**src/rtl/rrts_pkg.sv**
```systemverilog
// Shared types and constants for the round-robin tick scheduler.
// No dependencies; used by every module under rtl/.
package rrts_pkg;

  // Task table and ready queue depth (power of two, queue pointers wrap)
  localparam int MaxTasks = 16;
  localparam int TaskW    = $clog2(MaxTasks);
  localparam int CntW     = $clog2(MaxTasks + 1);

  // Field widths
  localparam int QuantumW = 8;
  localparam int BurstW   = 8;
  localparam int TickW    = 32;

  localparam logic [QuantumW-1:0] QuantumReset = QuantumW'(5);

  // Input word kinds
  localparam logic KindLoad = 1'b0;
  localparam logic KindTick = 1'b1;

  typedef enum logic [2:0] {
    S_IDLE,
    S_POP,
    S_READ,
    S_EXEC,
    S_EMPTY
  } state_e;

  // Controller to datapath
  typedef struct packed {
    logic load_en;   // accepted load word
    logic tick_en;   // accepted tick word
    logic pop_rd;    // read queue head
    logic pop_take;  // dispatch the task just read
    logic burst_rd;  // read burst tables for current task
    logic exec;      // run one tick and load the result word
    logic empty_out; // load an all-done result word
  } cmd_t;

  // Datapath to controller
  typedef struct packed {
    logic need_dispatch;
    logic fifo_empty;
    logic out_free;
  } status_t;

endpackage

```
**src/rtl/rrts_ctrl.sv**
```systemverilog
// Sequencing state machine for the round-robin tick scheduler.
// Depends on rrts_pkg; drives commands into rrts_datapath.
module rrts_ctrl (
  input  logic             clk_i,
  input  logic             rst_ni,
  input  logic             in_valid_i,
  output logic             in_stall_o,
  input  logic             kind_i,
  input  rrts_pkg::status_t sts_i,
  output rrts_pkg::cmd_t    cmd_o
);

  rrts_pkg::state_e state_q, state_d;

  // State register
  always_ff @(posedge clk_i or negedge rst_ni) begin
    if (!rst_ni) begin
      state_q <= rrts_pkg::S_IDLE;
    end else begin
      state_q <= state_d;
    end
  end

  assign in_stall_o = (state_q != rrts_pkg::S_IDLE);

  // Next state and commands
  always_comb begin
    state_d = state_q;
    cmd_o   = '0;
    unique case (state_q)
      rrts_pkg::S_IDLE: begin
        if (in_valid_i) begin
          if (kind_i == rrts_pkg::KindLoad) begin
            cmd_o.load_en = 1'b1;
          end else begin
            cmd_o.tick_en = 1'b1;
            priority if (sts_i.need_dispatch && sts_i.fifo_empty) begin
              state_d = rrts_pkg::S_EMPTY;
            end else if (sts_i.need_dispatch) begin
              cmd_o.pop_rd = 1'b1;
              state_d      = rrts_pkg::S_POP;
            end else begin
              cmd_o.burst_rd = 1'b1;
              state_d        = rrts_pkg::S_EXEC;
            end
          end
        end
      end
      rrts_pkg::S_POP: begin
        cmd_o.pop_take = 1'b1;
        state_d        = rrts_pkg::S_READ;
      end
      rrts_pkg::S_READ: begin
        cmd_o.burst_rd = 1'b1;
        state_d        = rrts_pkg::S_EXEC;
      end
      rrts_pkg::S_EXEC: begin
        if (sts_i.out_free) begin
          cmd_o.exec = 1'b1;
          state_d    = rrts_pkg::S_IDLE;
        end
      end
      rrts_pkg::S_EMPTY: begin
        if (sts_i.out_free) begin
          cmd_o.empty_out = 1'b1;
          state_d         = rrts_pkg::S_IDLE;
        end
      end
      default: state_d = rrts_pkg::S_IDLE;
    endcase
  end

endmodule

```
**src/rtl/rrts_datapath.sv**
```systemverilog
// Ready queue, burst tables, counters and result register of the scheduler.
// Depends on rrts_pkg; commanded by rrts_ctrl.
module rrts_datapath (
  input  logic                             clk_i,
  input  logic                             rst_ni,
  input  rrts_pkg::cmd_t                   cmd_i,
  output rrts_pkg::status_t                sts_o,
  input  logic                             cfg_we_i,
  input  logic [rrts_pkg::QuantumW-1:0]    cfg_wdata_i,
  input  logic [rrts_pkg::TaskW-1:0]       task_id_i,
  input  logic [rrts_pkg::BurstW-1:0]      burst_len_i,
  output logic                             out_valid_o,
  input  logic                             out_stall_i,
  output logic [rrts_pkg::TaskW-1:0]       run_task_o,
  output logic                             ran_o,
  output logic [rrts_pkg::QuantumW-1:0]    quantum_left_o,
  output logic [rrts_pkg::BurstW-1:0]      burst_left_o,
  output logic                             finished_o,
  output logic [rrts_pkg::TickW-1:0]       wait_ticks_o,
  output logic                             all_done_o
);

  // Memories (no reset, never read before written)
  logic [rrts_pkg::TaskW-1:0]  fifo_mem [rrts_pkg::MaxTasks];
  logic [rrts_pkg::BurstW-1:0] btot_mem [rrts_pkg::MaxTasks];
  logic [rrts_pkg::BurstW-1:0] brem_mem [rrts_pkg::MaxTasks];

  logic [rrts_pkg::TaskW-1:0]    fifo_rd_q;
  logic [rrts_pkg::BurstW-1:0]   btot_rd_q, brem_rd_q;

  // Control and scheduling state
  logic [rrts_pkg::QuantumW-1:0] quantum_cfg_q;
  logic [rrts_pkg::TaskW-1:0]    head_q, head_d, tail_q, tail_d;
  logic [rrts_pkg::CntW-1:0]     count_q, count_d;
  logic [rrts_pkg::TaskW-1:0]    cur_q, cur_d;
  logic [rrts_pkg::QuantumW-1:0] qrem_q, qrem_d;
  logic                          need_q, need_d;
  logic [rrts_pkg::TickW-1:0]    tick_q;

  // Result word
  logic                          out_valid_q;
  logic [rrts_pkg::TaskW-1:0]    run_task_q;
  logic                          ran_q, finished_q, all_done_q;
  logic [rrts_pkg::QuantumW-1:0] qleft_q;
  logic [rrts_pkg::BurstW-1:0]   bleft_q;
  logic [rrts_pkg::TickW-1:0]    wait_q;

  logic                          full, empty, load_ok, push_exec, out_free;
  logic [rrts_pkg::QuantumW-1:0] q_dec;
  logic [rrts_pkg::BurstW-1:0]   b_dec;
  logic                          done;
  logic [rrts_pkg::TickW-1:0]    wait_calc;

  assign full    = (count_q == rrts_pkg::CntW'(rrts_pkg::MaxTasks));
  assign empty   = (count_q == '0);
  assign load_ok = cmd_i.load_en && (burst_len_i != '0) && !full &&
                   (int'(task_id_i) < rrts_pkg::MaxTasks);

  // One tick of the running task
  assign q_dec     = (qrem_q == '0) ? '0 : qrem_q - 1'b1;
  assign b_dec     = (brem_rd_q == '0) ? '0 : brem_rd_q - 1'b1;
  assign done      = (b_dec == '0);
  assign wait_calc = tick_q - rrts_pkg::TickW'(btot_rd_q);
  assign push_exec = cmd_i.exec && !done && (q_dec == '0) && !full;

  assign out_free = !out_valid_q || !out_stall_i;
  assign sts_o    = '{need_dispatch: need_q, fifo_empty: empty, out_free: out_free};

  // Memory writes and registered reads
  always_ff @(posedge clk_i) begin
    if (load_ok) begin
      fifo_mem[tail_q]    <= task_id_i;
      btot_mem[task_id_i] <= burst_len_i;
      brem_mem[task_id_i] <= burst_len_i;
    end
    if (push_exec) begin
      fifo_mem[tail_q] <= cur_q;
    end
    if (cmd_i.exec) begin
      brem_mem[cur_q] <= b_dec;
    end
    if (cmd_i.pop_rd) begin
      fifo_rd_q <= fifo_mem[head_q];
    end
    if (cmd_i.burst_rd) begin
      btot_rd_q <= btot_mem[cur_q];
      brem_rd_q <= brem_mem[cur_q];
    end
  end

  // Next values of queue pointers and running-task state
  always_comb begin
    head_d  = head_q;
    tail_d  = tail_q;
    count_d = count_q;
    cur_d   = cur_q;
    qrem_d  = qrem_q;
    need_d  = need_q;
    if (load_ok || push_exec) begin
      tail_d  = tail_q + 1'b1;
      count_d = count_q + 1'b1;
    end
    if (cmd_i.pop_take) begin
      head_d  = head_q + 1'b1;
      count_d = count_q - 1'b1;
      cur_d   = fifo_rd_q;
      qrem_d  = quantum_cfg_q;
      need_d  = 1'b0;
    end
    if (cmd_i.exec) begin
      qrem_d = q_dec;
      if (done) begin
        need_d = 1'b1;
      end else if (q_dec == '0) begin
        // quantum expired: refill, requeue if there is room
        qrem_d = quantum_cfg_q;
        if (!full) begin
          need_d = 1'b1;
        end
      end
    end
  end

  // Control registers
  always_ff @(posedge clk_i or negedge rst_ni) begin
    if (!rst_ni) begin
      quantum_cfg_q <= rrts_pkg::QuantumReset;
      head_q        <= '0;
      tail_q        <= '0;
      count_q       <= '0;
      cur_q         <= '0;
      qrem_q        <= '0;
      need_q        <= 1'b1;
      tick_q        <= '0;
      out_valid_q   <= 1'b0;
    end else begin
      if (cfg_we_i) begin
        quantum_cfg_q <= cfg_wdata_i;
      end
      head_q  <= head_d;
      tail_q  <= tail_d;
      count_q <= count_d;
      cur_q   <= cur_d;
      qrem_q  <= qrem_d;
      need_q  <= need_d;
      if (cmd_i.tick_en) begin
        tick_q <= tick_q + 1'b1;
      end
      if (cmd_i.exec || cmd_i.empty_out) begin
        out_valid_q <= 1'b1;
      end else if (!out_stall_i) begin
        out_valid_q <= 1'b0;
      end
    end
  end

  // Result word payload
  always_ff @(posedge clk_i) begin
    if (cmd_i.exec) begin
      run_task_q <= cur_q;
      ran_q      <= 1'b1;
      qleft_q    <= q_dec;
      bleft_q    <= b_dec;
      finished_q <= done;
      wait_q     <= done ? wait_calc : '0;
      all_done_q <= 1'b0;
    end else if (cmd_i.empty_out) begin
      run_task_q <= '0;
      ran_q      <= 1'b0;
      qleft_q    <= '0;
      bleft_q    <= '0;
      finished_q <= 1'b0;
      wait_q     <= '0;
      all_done_q <= 1'b1;
    end
  end

  assign out_valid_o    = out_valid_q;
  assign run_task_o     = run_task_q;
  assign ran_o          = ran_q;
  assign quantum_left_o = qleft_q;
  assign burst_left_o   = bleft_q;
  assign finished_o     = finished_q;
  assign wait_ticks_o   = wait_q;
  assign all_done_o     = all_done_q;

endmodule

```
**src/rtl/round_robin_tick_scheduler.sv**
```systemverilog
// Round-robin tick scheduler. A load word is taken without leaving idle; in_stall_o then stays low.
// A tick word puts its result word in the output register from S_EXEC, after S_POP and S_READ
// when a task is dispatched from the ready queue (from S_EMPTY for an all-done word); in_stall_o is high until then.
// Loads are taken one per cycle while idle; a tick word stalls the input until its result word is loaded,
// held by the registered reads of the queue memory and the burst tables, plus output stalls.
// Async active-low reset: queue empty, quantum 5, dispatch pending, tick count 0.
module round_robin_tick_scheduler (
  input  logic                          clk_i,
  input  logic                          rst_ni,
  input  logic                          cfg_we_i,
  input  logic [rrts_pkg::QuantumW-1:0] cfg_wdata_i,
  input  logic                          in_valid_i,
  output logic                          in_stall_o,
  input  logic                          kind_i,
  input  logic [rrts_pkg::TaskW-1:0]    task_id_i,
  input  logic [rrts_pkg::BurstW-1:0]   burst_len_i,
  output logic                          out_valid_o,
  input  logic                          out_stall_i,
  output logic [rrts_pkg::TaskW-1:0]    run_task_o,
  output logic                          ran_o,
  output logic [rrts_pkg::QuantumW-1:0] quantum_left_o,
  output logic [rrts_pkg::BurstW-1:0]   burst_left_o,
  output logic                          finished_o,
  output logic [rrts_pkg::TickW-1:0]    wait_ticks_o,
  output logic                          all_done_o
);

  rrts_pkg::cmd_t    cmd;
  rrts_pkg::status_t sts;

  // Sequencer
  rrts_ctrl u_ctrl (
    .clk_i      (clk_i),
    .rst_ni     (rst_ni),
    .in_valid_i (in_valid_i),
    .in_stall_o (in_stall_o),
    .kind_i     (kind_i),
    .sts_i      (sts),
    .cmd_o      (cmd)
  );

  // Queue, tables and result register
  rrts_datapath u_datapath (
    .clk_i          (clk_i),
    .rst_ni         (rst_ni),
    .cmd_i          (cmd),
    .sts_o          (sts),
    .cfg_we_i       (cfg_we_i),
    .cfg_wdata_i    (cfg_wdata_i),
    .task_id_i      (task_id_i),
    .burst_len_i    (burst_len_i),
    .out_valid_o    (out_valid_o),
    .out_stall_i    (out_stall_i),
    .run_task_o     (run_task_o),
    .ran_o          (ran_o),
    .quantum_left_o (quantum_left_o),
    .burst_left_o   (burst_left_o),
    .finished_o     (finished_o),
    .wait_ticks_o   (wait_ticks_o),
    .all_done_o     (all_done_o)
  );

endmodule

```
**config.mk**
```make
export PLATFORM = sky130hd
export DESIGN_NAME = round_robin_tick_scheduler
export DESIGN_NICKNAME = d
export VERILOG_FILES = /design/src/rtl/rrts_pkg.sv /design/src/rtl/rrts_ctrl.sv /design/src/rtl/rrts_datapath.sv /design/src/rtl/round_robin_tick_scheduler.sv
export SDC_FILE = /design/constraint.sdc
export NUM_CORES = 1
export LEC_CHECK = 0
export BUFFER_PORTS_ARGS = -buffer_cell sky130_fd_sc_hd__buf_2
export CORE_MARGIN = 3
export CORE_UTILIZATION = 59
export CTS_BUF_LIST = sky130_fd_sc_hd__clkbuf_4 sky130_fd_sc_hd__clkbuf_8
export DETAILED_ROUTE_END_ITERATION = 6
export PLACE_DENSITY = 0.77
export SLEW_MARGIN = 20
export SYNTH_ARGS = -nofsm -noshare
export SYNTH_HDL_FRONTEND = slang
export SYNTH_HIERARCHICAL = 1
export SYNTH_SLANG_ARGS = --single-unit
```
**constraint.sdc**
```tcl
create_clock -name clk_i -period 3.65 [get_ports clk_i]
set_clock_uncertainty 0.15 [all_clocks]
set_input_delay 0.5475 -clock clk_i [delete_from_list [all_inputs] [get_ports clk_i]]
set_output_delay 0.5475 -clock clk_i [all_outputs]
set_load 0.1 [all_outputs]
```
; ---- Word level (Yosys, flattened, before mapping)
; Memories as Yosys holds them, arrays and structs flattened. A register that Yosys moved wholly into a read port is not among the register bits.
; Cells that the tools add are included.
[totals]
register_bits = 125
mem_bits_rw = 320
inputBits = 26
out_inout_bits = 57
wordCells = 121
memories = 3
[memory_table]
columns = name, depth, width, rd, rd_clocked_by_memory_dff, write_ports, line
row1 = u_datapath.brem_mem, 16, 8, 1, 1, 1, rrts_datapath.sv:26  ; logic [rrts_pkg::BurstW-1:0] brem_mem [rrts_pkg::MaxTasks];
row2 = u_datapath.btot_mem, 16, 8, 1, 1, 1, rrts_datapath.sv:25  ; logic [rrts_pkg::BurstW-1:0] btot_mem [rrts_pkg::MaxTasks];
row3 = u_datapath.fifo_mem, 16, 4, 1, 1, 1, rrts_datapath.sv:24  ; logic [rrts_pkg::TaskW-1:0] fifo_mem [rrts_pkg::MaxTasks];
[op_classes]
n_addsub = 8
eq_ne = 9
n_mux = 56
bitwise_logic = 1
n_reduce_logical = 27
[ops]
columns = operator, n
row1 = $mux 32, 3
row2 = $mux 8, 10
row3 = $add 32x1->32 const B, 1
row4 = $logic_not 8->1, 4
row5 = $sub 32x8->32, 1
row6 = $mux 1, 27
row7 = $mux 3, 6
row8 = $mux 4, 4
row9 = $sub 8x1->8 const B, 2
row10 = $pmux 3 s4, 1
row11 = $mux 5, 2
row12 = $add 4x1->4 const B, 2
row13 = $reduce_bool 8->1, 1
row14 = $reduce_or 8->1, 1
row15 = $eq 3x2->1 const B, 2
row16 = $logic_and 1x1->1, 6
row17 = $reduce_bool 2->1, 3
row18 = $add 5x1->5 const B, 1
row19 = $eq 5x5->1 const B, 1
row20 = $logic_not 5->1, 1
row21 = $sub 5x1->5 const B, 1
row22 = $logic_not 1->1, 4
row23 = $mux 2, 2
row24 = $ne 2x1->1 const B, 2
row25 = 10 further kinds, 13

; ---- Longest topological paths before layout
; Gate-level depths: netlist of run 1.
[logic_depth]
ltp_word = 11
depth_mapped = 12

; ---- Cells and area by module
; Netlist of run 1, hierarchy kept.
[modules_own_cells]
columns = mod, instances, cells_each, area_each_um2, seq_area_each_um2
row1 = rrts_datapath, 1, 1441, 20548.5, 13521.7
row2 = rrts_ctrl, 1, 25, 245.2, 75.1

; ---- Worst setup path after synthesis of run 1
; Ideal clock, no wire load.
[synth_timing]
path_kind = register to register
start = reg u_datapath.out_valid_q (netlist: u_datapath/out_valid_o)
end = reg u_datapath.bleft_q (netlist bit u_datapath/burst_left_o[0]) (enable)
setup_time_ns = 0.617
arrival_ns = 3.149
required_time_ns = 2.883
slack_ns = -0.266
path_stages_with_launch = 9
path_buffers = 3
cell_sequence = dfrtp_1 nand2_1 buf_4 and2_1 nor3b_1 inv_1 clkbuf_1 clkbuf_1 nand2_1
[synth_rtl]
columns = item, line
row1 = from (decl), rrts_datapath.sv:41  ; logic out_valid_q;
row2 = from (signal assigned), rrts_datapath.sv:135  ; out_valid_q <= 1'b0;
row3 = from (signal assigned), rrts_datapath.sv:150  ; out_valid_q <= 1'b1;
row4 = from (signal assigned), rrts_datapath.sv:152  ; out_valid_q <= 1'b0;
row5 = to (signal assigned), rrts_datapath.sv:163  ; bleft_q <= b_dec;
row6 = to (signal assigned), rrts_datapath.sv:171  ; bleft_q <= '0;
row7 = to (decl), rrts_datapath.sv:45  ; logic [rrts_pkg::BurstW-1:0] bleft_q;

; ---- Worst setup path in the final report of run 1
[layout_timing]
start = reg u_datapath/qrem_q[0] (netlist name)
end = mem u_datapath/fifo_mem[0][2] (netlist name) (enable)
[layout_between]
elab_chain_len = 8
elab_cells_between_ends = 9
classes_between = 1 x add/sub / 3 x mux / 1 x bitwise / 4 x reduce/logical
[layout_lines]
columns = item, line
row1 = from (decl), rrts_datapath.sv:36  ; logic [rrts_pkg::QuantumW-1:0] qrem_q, qrem_d;
row2 = from (signal assigned), rrts_datapath.sv:144  ; qrem_q <= qrem_d;
row3 = $sub 8x1->8 / $logic_not 8->1 (equally long branches), rrts_datapath.sv:60  ; assign q_dec = (qrem_q == '0) ? '0 : qrem_q - 1'b1;
row4 = $mux 8 (*), rrts_datapath.sv:60
row5 = $logic_not 8->1 (*), rrts_datapath.sv:64  ; assign push_exec = cmd_i.exec && !done && (q_dec == '0) && !full;
row6 = $logic_and 1x1->1 (*) (2 in series), rrts_datapath.sv:64
row7 = $mux 1 (*), rrts_datapath.sv:76  ; if (push_exec) begin
row8 = $mux 1 (not written as such) (*), rrts_datapath.sv:77  ; fifo_mem[tail_q] <= cur_q;
row9 = $or 1x1->1 (no source line) (*), -
row10 = to (decl), rrts_datapath.sv:24
; Every way passes the cells marked *; elsewhere a longest branch is shown, timed or not.

==> flow_summary_export.csv, run 1 <==
group,metric,value,unit
synthesis,synth_common_cells,"393 x edfxtp_1, 190 x nand2_1, 153 x o21ai_0, 102 x nor2_1, 100 x mux4_2",
synthesis,yosys.cell_types.count,59,
clock_network,cts_buffer_depth,3,
synthesis,synth_cells,1466,
cells_and_area,drive_above_1_share,25.5,%
drt,vias,12979,
clock_network,cts_buffers,74,
global_routing,grt_pass1_vias,13139,
drt,vias_per_cell,6.17,
drt,drt-initial-drc-count,1306,
drt,first_pass_iters,6,
synthesis,synth_top_area_share,56.8,%
die,die_height,194,um
timing,finalCriticalPeriod,3300,ps
timing,rsz0062_at_grt,"false",
critical_path,crit_arrival,3380,ps
timing,clock.fmax,303,MHz
clock_network,cts_hold_buffers,1,
synthesis,yosys.area.top_type,"edfxtp_1",
power,power.density,777,nW/um^2
synthesis,synth_top_flop_cell,"edfxtp_1",
die,fp-row-count,68,
timing,drv_slew,0,
critical_path,crit_required,3730,ps
synthesis,synth_area,20800,um^2
die,fp.dieW,194,um
cells_and_area,final_nets,1642,
timing,setup-violations-final,0,
power,peakVddDrop,0.577,mV
cells_and_area,syn2layout_area_growth,12.5,%
timing,tightestPinTransition,1020,ps
placement,gp_congestion,0.886,
global_routing,grt_start_max_net_pins,44,
cells_and_area,nFillCells,2320,
timing,period_share,90.3,%
clock_network,cts_setup_buffers,0,
critical_path,start_kind,"flip-flop",
critical_path,crit_fanout,5,
clock_network,clkSinkCount,465,
die,ios,83,
clock_network,cts_tree,"done",
placement,dp_hpwl,31.8,mm
die,start_util,60.0,%
critical_path,cp-end-kind,"flip-flop",
critical_path,path_class,"flip-flop to flip-flop",
synthesis,synth_area_per_cell,14.2,um^2
synthesis,seq_area_frac_synth,65.4,%
global_routing,overflow,0,
synthesis,syn_nets,1514,
synthesis,synth-edff-count,393,
cells_and_area,stdcell_area,23400,um^2
clock_network,clockRootBuffer,"clkbuf_8",
timing,tns,0,ps
placement,postPlaceCellArea,21900,um^2
clock_network,insertion_delay,590,ps
placement,numPortBuffers,82,
clock_network,cts_max_level,3,
timing,slew_headroom,31.5,%
global_routing,grt_usage,25.4,%
drt,ant_nets,0,
power,p_leak,8.83,nW
clock_network,cts_resized,0,
die,core_area,34600,um^2
clock_network,clk_pin_slew,60,ps
run_status,outcome,"completed",
hold_path,hold_class,"primary input to flip-flop",
drt,drc,0,
drt,wl_per_cell,22.6,um
synthesis,synthTopCellsByArea,"edfxtp_1 57%, mux4_2 11%, dfrtp_1 8.1%, o21ai_0 3.7%, nand2_1 3.4%",
global_routing,antenna_found_initial,3,
synthesis,yosysMostFrequentCell,"edfxtp_1",
synthesis,ys_ff_latch,465,
synthesis,yosysWarnings,6,
die,die_area,37500,um^2
drt,drt-total-wl,47.5,mm
global_routing,grt_first_pass_wirelength,74.5,mm
timing,hold_viol_final,0,
synthesis,ys_async_sr_fraction,15.1,%
run,cap_viol_max_count,0,
[power breakdown]
part           internal [W]  switching [W]  leakage, nW
Sequential          0.00663       0.000667         4.49
Clock               0.00233        0.00191        0.757
Combinational       0.00233        0.00429         3.58
Total                0.0113        0.00687         8.83
[placed cells by master (no fill, tap or decap), types with 19 or more instances in the layout]
cell type | netlist | final
nor3_1 | 19 | 19
nor2_1 | 102 | 102
clkbuf_8 | 0 | 79
nand3_1 | 21 | 21
inv_1 | 33 | 33
xnor2_1 | 40 | 40
dfrtp_1 | 67 | 65
mux4_2 | 100 | 100
xor2_1 | 24 | 24
edfxtp_1 | 393 | 393
ha_1 | 20 | 20
clkbuf_4 | 0 | 34
a21oi_1 | 27 | 27
o21ai_0 | 153 | 152
nand2_1 | 190 | 189
buf_2 | 1 | 82
buf_4 | 3 | 68
mux2_2 | 25 | 25
[cell type report]
| class | instances | area (um^2) | share of cell area, % |
|---|---|---|---|
| flip-flops and latches | 465 | 13600 | 58.2 |
| multi-input cells | 867 | 6700 | 28.7 |
| repair buffers | 153 | 971 | 4.15 |
| well taps | 455 | 569 | 2.43 |
| clock buffers | 113 | 1340 | 5.74 |
| diodes | 3 | 7.51 | 0.0321 |
| clock inverters | 14 | 66.3 | 0.284 |
| inverters | 33 | 124 | 0.530 |
[layer usage]
layer / part of all wire, % / up-vias / track usage (%) / wire length, um
li1: - / 5767 / - / -
met1: 38 / 6401 / 35.1 / 18200
met2: 49 / 699 / 41.0 / 23200
met3: 9.8 / 112 / 5.51 / 4670
met4: 3.0 / 0 / 8.65 / 1400
met5: 0 / - / 0 / 0
[state kept, by name, indices dropped and copies added, names as in the netlist, 5 cells and up]
name,count
u_datapath/brem_mem,128
u_datapath/brem_rd_q,8
u_datapath/btot_mem,128
u_datapath/btot_rd_q,8
u_datapath/burst_left_o,8
u_datapath/count_q,5
u_datapath/fifo_mem,64
u_datapath/qrem_q,8
u_datapath/quantum_cfg_q,8
u_datapath/quantum_left_o,8
u_datapath/tick_q,32
u_datapath/wait_ticks_o,32
[cells by family after synthesis]
logic type	after synthesis	share of synthesized area [%]
buffers and inverters	134	2.52
flip-flops	465	65.4
AO/OA/AOI/OAI	217	5.93
AND/OR/NAND/NOR	435	9.69
multiplexers	129	12.4
XOR/XNOR	64	2.70
adder cells (fa/ha/maj)	22	1.40
[through the flow]
stage | worst slack (ps) | hold WS, ps | total power (W) | cells | util (%)
finish | 353 | 39.2 | 0.0182 | 2103 | 67.5
global route | 184 | 16.1 | 0.0189 | 2103 | 67.5
CTS | 408 | 3.08 | 0.0182 | 2100 | 67.5
detailed placement | 410 | 326 | 0.0140 | 1972 | 63.4
global placement | 542 | 310 | 0.0138 | 1972 | 63.4
floorplan | 252 | 102 | 0.0121 | 1466 | -
[critical path: stages, from the launching register on]
cell      delay (ps)
dfrtp_1          420
inv_1            110
ha_1             280
xor2_1           170
or4_1            480
a21oi_1          250
nand4_1          140
o21bai_2         290
nand2_1          190
nor3_1           470
[path summary, 6_finish.rpt]
| kind | startpoint | to | slack (ps) | cells past startpoint |
|---|---|---|---|---|
| setup / recovery | u_datapath/qrem_q[0] | u_datapath/fifo_mem[0][2] | 350 | 9 |
| hold / removal | cfg_wdata_i[0] | u_datapath/quantum_cfg_q[0] | 40 | 2 |
| setup reg to reg | u_datapath/qrem_q[0] | u_datapath/fifo_mem[0][2] | 350 | 9 |
| hold reg to reg | u_datapath/ran_o | u_datapath/ran_o | 340 | 1 |
| max in group asynchronous | rst_ni | u_datapath/need_q | 2170 | 3 |
| min in group asynchronous | rst_ni | u_datapath/quantum_cfg_q[4] | 370 | 2 |
No activity file was read; power rests on OpenSTA's default activity.
==> run 2: changes to the inputs <==
--- a/config.mk
+++ b/config.mk
@@ -11,6 +11,7 @@
 export CTS_BUF_LIST = sky130_fd_sc_hd__clkbuf_4 sky130_fd_sc_hd__clkbuf_8
 export DETAILED_ROUTE_END_ITERATION = 6
 export PLACE_DENSITY = 0.77
+export REMOVE_ABC_BUFFERS = 1
 export SLEW_MARGIN = 20
 export SYNTH_ARGS = -nofsm -noshare
 export SYNTH_HDL_FRONTEND = slang
==> flow_summary_export.csv, run 2 (same netlist as run 1, synthesis figures left out) <==
group,metric,value,unit
run_status,outcome,"completed",
power,clock_power_share,24.4,%
drt,wl_per_cell,21.8,um
clock_network,clkSinkCount,465,
clock_network,cts_buffer_depth,3,
critical_path,critPathBufInv,1,
critical_path,start_kind,"flip-flop",
clock_network,cts_max_level,3,
timing,hold_viol_final,0,
die,die_height,194,um
power,power.density,778,nW/um^2
placement,gp_congestion,0.862,
clock_network,cts_resized,0,
die,ios,83,
drt,drt-initial-drc-count,1187,
timing,fin_hold_ws,42.5,ps
clock_network,insertion_delay,620,ps
placement,postPlaceCellArea,21900,um^2
critical_path,r2r_end,"u_datapath/fifo_mem[2][3]",
hold_path,min_to,"u_datapath/quantum_cfg_q[2]",
die,core_area,34600,um^2
drt,vias,12809,
timing,period_share,93.0,%
timing,finalCriticalPeriod,3390,ps
cells_and_area,final_nets,1647,
power,total_power,0.0183,W
drt,ant_nets,0,
drt,drc,0,
placement,numPortBuffers,82,
run,cap_viol_max_count,0,
critical_path,r2r_cells,9,
critical_path,reg2reg_from,"u_datapath/qrem_q[0]",
placement,dp_hpwl,30.4,mm
cells_and_area,final_common_cell,"edfxtp_1",
power,p_int,0.0114,W
cells_and_area,mostFrequentLayoutCells,"393 x edfxtp_1, 189 x nand2_1, 150 x o21ai_0, 102 x nor2_1, 100 x mux4_2",
timing,setup-violations-final,0,
critical_path,cp_slowest_cell,"nor3_1",
critical_path,path_cells,"inv_1 > ha_1 > xor2_1 > or4_1 > a21oi_1 > nand4_1 > o21bai_2 > nand2_1 > nor3_1",
die,fp-row-count,68,
power,share_comb_of_total_power,35.6,%
critical_path,cp-end-kind,"flip-flop",
cells_and_area,stdcell_area,23500,um^2
drt,vias_per_cell,6.05,
cells_and_area,syn2layout_area_growth,13.1,%
clock_network,cts_buffers,76,
power,p_sw,0.00688,W
power,p_seq_share,40.0,%
timing,post-route-worst-setup-slack,256,ps
placement,dp.cells,1972,
die,start_util,60.0,%
power,p_sw_share,37.6,%
critical_path,path_class,"flip-flop to flip-flop",
placement,dp_slack,305,ps
critical_path,critPathTopFamily,"simple AND/OR/NAND/NOR gates",
timing,rsz0062_at_grt,"false",
critical_path,crit_required,3740,ps
hold_path,hold_class,"primary input to flip-flop",
power,p_leak,8.90,nW
global_routing,grt_pass1_vias,13037,
die,die_area,37500,um^2
drt,first_pass_iters,6,
critical_path,crit_fanout,5,
global_routing,grt_start_max_net_pins,42,
hold_path,holdPathStages,2,
global_routing,grt_usage,24.9,%
timing,drv_slew,0,
global_routing,antenna_found_initial,2,
hold_path,min_from,"cfg_wdata_i[2]",
critical_path,r2r_slack,260,ps
cells_and_area,final_cells,2117,
clock_network,clockRootBuffer,"clkbuf_8",
clock_network,clk_pin_slew,60,ps
cells_and_area,drive_above_1_share,25.7,%
drt,drt-total-wl,46.1,mm
global_routing,overflow,0,
critical_path,critPathMaxStageDelay,510,ps
cells_and_area,nFillCells,2346,
global_routing,grt_first_pass_wirelength,72.6,mm
timing,slew_headroom,30.5,%
clock_network,cts_tree,"done",
die,fp.dieW,194,um
cells_and_area,reg_top3,"u_datapath/brem_mem x128, u_datapath/btot_mem x128, u_datapath/fifo_mem x64",
critical_path,crit_arrival,3490,ps
timing,tightestPinTransition,1030,ps
timing,clock.fmax,295,MHz
power,peakVddDrop,0.573,mV
run 2: changes by cell type in the layout (fill, tap and decap cells not counted), sizes merged:
cell / delta
clkbuf: +5
clkinv: +5
dlygate4sd3: +3
clkinvlp: +1
diode: -1
inv: +1
run 2: what timing repair did:
action,4_1_cts,5_1_grt
hold endpoints to repair,26,0
setup buffers,0,0
hold buffers,4,0
endpoints found under the setup margin,0,0
run 2: final cells by class:
class                   count  area [um^2]  share of cell area [%]
flip-flops and latches    465        13600                    57.8
multi-input cells         867         6690                    28.4
clock buffers             118         1420                    6.05
repair buffers            156         1000                    4.26
well taps                 455          569                    2.42
inverters                  33          124                   0.527
clock inverters            21          104                   0.442
diodes                      2         5.00                  0.0213
run 2: power groups by stage:
stage                     clock network, W  registers [W]  logic, W
final                              0.00446        0.00733   0.00652
after global routing               0.00481        0.00742   0.00690
after CTS                          0.00455        0.00733   0.00652
after detailed placement                 0        0.00743   0.00650
after global placement                   0        0.00739   0.00634
after floorplan                          0        0.00890   0.00315
run 2: stage by stage:
step | setup TNS [ps] | utilization (%)
after floorplan | -152960 | -
after global placement | 0 | 63.4
after detailed placement | 0 | 63.4
after CTS | 0 | 67.9
after global routing | 0 | 67.9
final | 0 | 67.9
run 2: worst max path at each step:
| stage | from | to | slack (ps) | depth (start not counted) |
|---|---|---|---|---|
| global placement | burst_len_i[6] | u_datapath/count_q[3] | 410 | 8 |
| floorplan | u_datapath/cur_q[0] | u_datapath/brem_mem[11][0] | -970 | 2 |
| global route | u_datapath/qrem_q[0] | u_datapath/fifo_mem[2][1] | 40 | 9 |
| finish | u_datapath/qrem_q[0] | u_datapath/fifo_mem[2][3] | 260 | 9 |
| detailed placement | u_datapath/qrem_q[0] | u_datapath/fifo_mem[2][3] | 310 | 9 |
| CTS | u_datapath/qrem_q[0] | u_datapath/fifo_mem[2][2] | 260 | 9 |
run 2: routing by layer:
| metal | up-vias | global-route usage (%) | wire length [um] |
|---|---|---|---|
| met5 | - | 0 | 7 |
| met4 | 2 | 11.4 | 1920 |
| met3 | 136 | 5.54 | 4000 |
| met2 | 579 | 41.0 | 23100 |
| met1 | 6307 | 31.9 | 17100 |
| li1 | 5785 | - | - |
==> run 3: changes to the inputs <==
--- a/config.mk
+++ b/config.mk
@@ -10,7 +10,7 @@
 export CORE_UTILIZATION = 59
 export CTS_BUF_LIST = sky130_fd_sc_hd__clkbuf_4 sky130_fd_sc_hd__clkbuf_8
 export DETAILED_ROUTE_END_ITERATION = 6
-export PLACE_DENSITY = 0.77
+export PLACE_DENSITY = 0.81
 export REMOVE_ABC_BUFFERS = 1
 export SLEW_MARGIN = 20
 export SYNTH_ARGS = -nofsm -noshare
==> flow_summary_export.csv, run 3 (same netlist as run 1, synthesis figures left out) <==
group,metric,value,unit
run_status,outcome,"completed",
power,power.density,775,nW/um^2
timing,fin_hold_ws,42.0,ps
drt,wl_per_cell,21.8,um
power,p_leak,8.90,nW
power,p_int,0.0113,W
drt,drc,0,
drt,vias_per_cell,6.13,
cells_and_area,final_nets,1648,
critical_path,crit_required,3760,ps
timing,hold_viol_final,0,
global_routing,grt_first_pass_wirelength,73.4,mm
power,clock_power_share,24.4,%
power,share_comb_of_total_power,35.5,%
clock_network,cts_buffer_depth,3,
placement,gp_congestion,0.893,
cells_and_area,mostFrequentLayoutCells,"393 x edfxtp_1, 189 x nand2_1, 153 x o21ai_0, 102 x nor2_1, 100 x mux4_2",
critical_path,crit_arrival,3430,ps
critical_path,crit_start,"u_datapath/qrem_q[0]",
clock_network,insertion_delay,630,ps
critical_path,r2r_end,"u_datapath/fifo_mem[1][0]",
die,core_area,34600,um^2
critical_path,r2r_cells,9,
die,die_area,37500,um^2
timing,tightestPinTransition,1010,ps
drt,first_pass_iters,6,
clock_network,cts_hold_buffers,8,
drt,drt-initial-drc-count,1159,
global_routing,grt_pass1_vias,13107,
global_routing,grt_usage,25.0,%
global_routing,overflow,0,
drt,vias,12987,
die,ios,83,
global_routing,grt_start_max_net_pins,42,
cells_and_area,diodes,0,
timing,slew_headroom,32.3,%
critical_path,cp-end-kind,"flip-flop",
placement,numPortBuffers,82,
timing,drv_slew,0,
hold_path,hold_class,"primary input to flip-flop",
global_routing,antenna_found_initial,1,
drt,ant_nets,0,
timing,period_share,91.1,%
clock_network,cts_buffers,76,
placement,dp_hpwl,30.3,mm
cells_and_area,drive_above_1_share,25.3,%
timing,finalCriticalPeriod,3320,ps
clock_network,cts_resized,0,
critical_path,r2r_slack,330,ps
power,p_sw,0.00691,W
timing,setup-violations-final,0,
clock_network,clkSinkCount,465,
critical_path,path_class,"flip-flop to flip-flop",
clock_network,cts_max_level,3,
critical_path,start_kind,"flip-flop",
timing,tns,0,ps
timing,clock.fmax,301,MHz
power,peakVddDrop,0.544,mV
die,fp.dieW,194,um
critical_path,reg2reg_from,"u_datapath/qrem_q[0]",
timing,rsz0062_at_grt,"false",
power,p_seq_share,40.1,%
power,p_sw_share,37.9,%
critical_path,crit_fanout,5,
critical_path,endpoint,"u_datapath/fifo_mem[1][0]",
die,start_util,60.0,%
drt,drt-total-wl,46.2,mm
clock_network,clk_pin_slew,70,ps
die,die_height,194,um
run,cap_viol_max_count,0,
die,fp-row-count,68,
hold_path,holdPathStages,2,
cells_and_area,reg_top3,"u_datapath/brem_mem x128, u_datapath/btot_mem x128, u_datapath/fifo_mem x64",
cells_and_area,syn2layout_area_growth,13.1,%
clock_network,cts_setup_buffers,0,
clock_network,clockRootBuffer,"clkbuf_8",
cells_and_area,final_common_cell,"edfxtp_1",
clock_network,cts_tree,"done",
==> run 3: cell types whose count changed in the layout (fill, tap and decap cells not counted), moves of 4 or more <==
cell	change
clkbuf_8	-9
clkinv_1	+5
dlygate4sd3_1	+4
inv_8	+4
==> run 3: final cells by class <==
cell class / instances / area [um^2]
sequential: 465 / 13600
fill: 2286 / 11100
multi-input combinational: 867 / 6700
clock buffer: 107 / 1280
timing repair buffer: 157 / 1020
tap: 455 / 569
clock inverter: 33 / 220
inverter: 33 / 124
==> run 3: worst min path at each step <==
stage / startpoint / to / slack (ps)
floorplan: rst_ni / u_ctrl/state_q[0] / 100
global placement: u_datapath/ran_o / u_datapath/ran_o / 290
detailed placement: u_datapath/ran_o / u_datapath/ran_o / 310
CTS: cfg_wdata_i[6] / u_datapath/quantum_cfg_q[6] / 3
global route: cfg_wdata_i[6] / u_datapath/quantum_cfg_q[6] / 7
finish: cfg_wdata_i[6] / u_datapath/quantum_cfg_q[6] / 40
==> run 3: power groups by stage <==
stage          clock (W)  sequential (W)  combinational (W)
2_1_floorplan          0         0.00890            0.00315
3_3_place_gp           0         0.00738            0.00629
6_report         0.00445         0.00731            0.00647
3_5_place_dp           0         0.00740            0.00642
4_1_cts          0.00454         0.00731            0.00646
5_1_grt          0.00478         0.00740            0.00683
==> run 3: worst max-delay path, stage by stage, from the launching register on <==
cell,delay (ps)
dfrtp_1,390
inv_1,110
ha_1,270
xor2_1,160
or4_1,470
a21oi_1,220
nand4_1,210
o21bai_2,280
nand2_1,180
nor3_1,540
==> run 3: per-stage QoR <==
step / utilization [%] / total power, W / cell area [um^2] / instances / setup WS (ps)
3_3_place_gp: 63.3 / 0.0137 / 21900 / 1969 / 494
5_1_grt: 67.9 / 0.0190 / 23500 / 2117 / 95.9
4_1_cts: 67.9 / 0.0183 / 23500 / 2117 / 239
2_1_floorplan: - / 0.0121 / 20400 / 1365 / -969
3_5_place_dp: 63.3 / 0.0138 / 21900 / 1969 / 318
6_report: 67.9 / 0.0182 / 23500 / 2117 / 326
==> run 3: metal layers <==
layer | track usage (%) | up-vias | share of wire [%]
met2 | 40.9 | 732 | 49
met5 | 0 | - | 0
met4 | 10.6 | 0 | 3.5
met1 | 33.2 | 6359 | 38
li1 | - | 5781 | -
met3 | 4.92 | 115 | 9.1
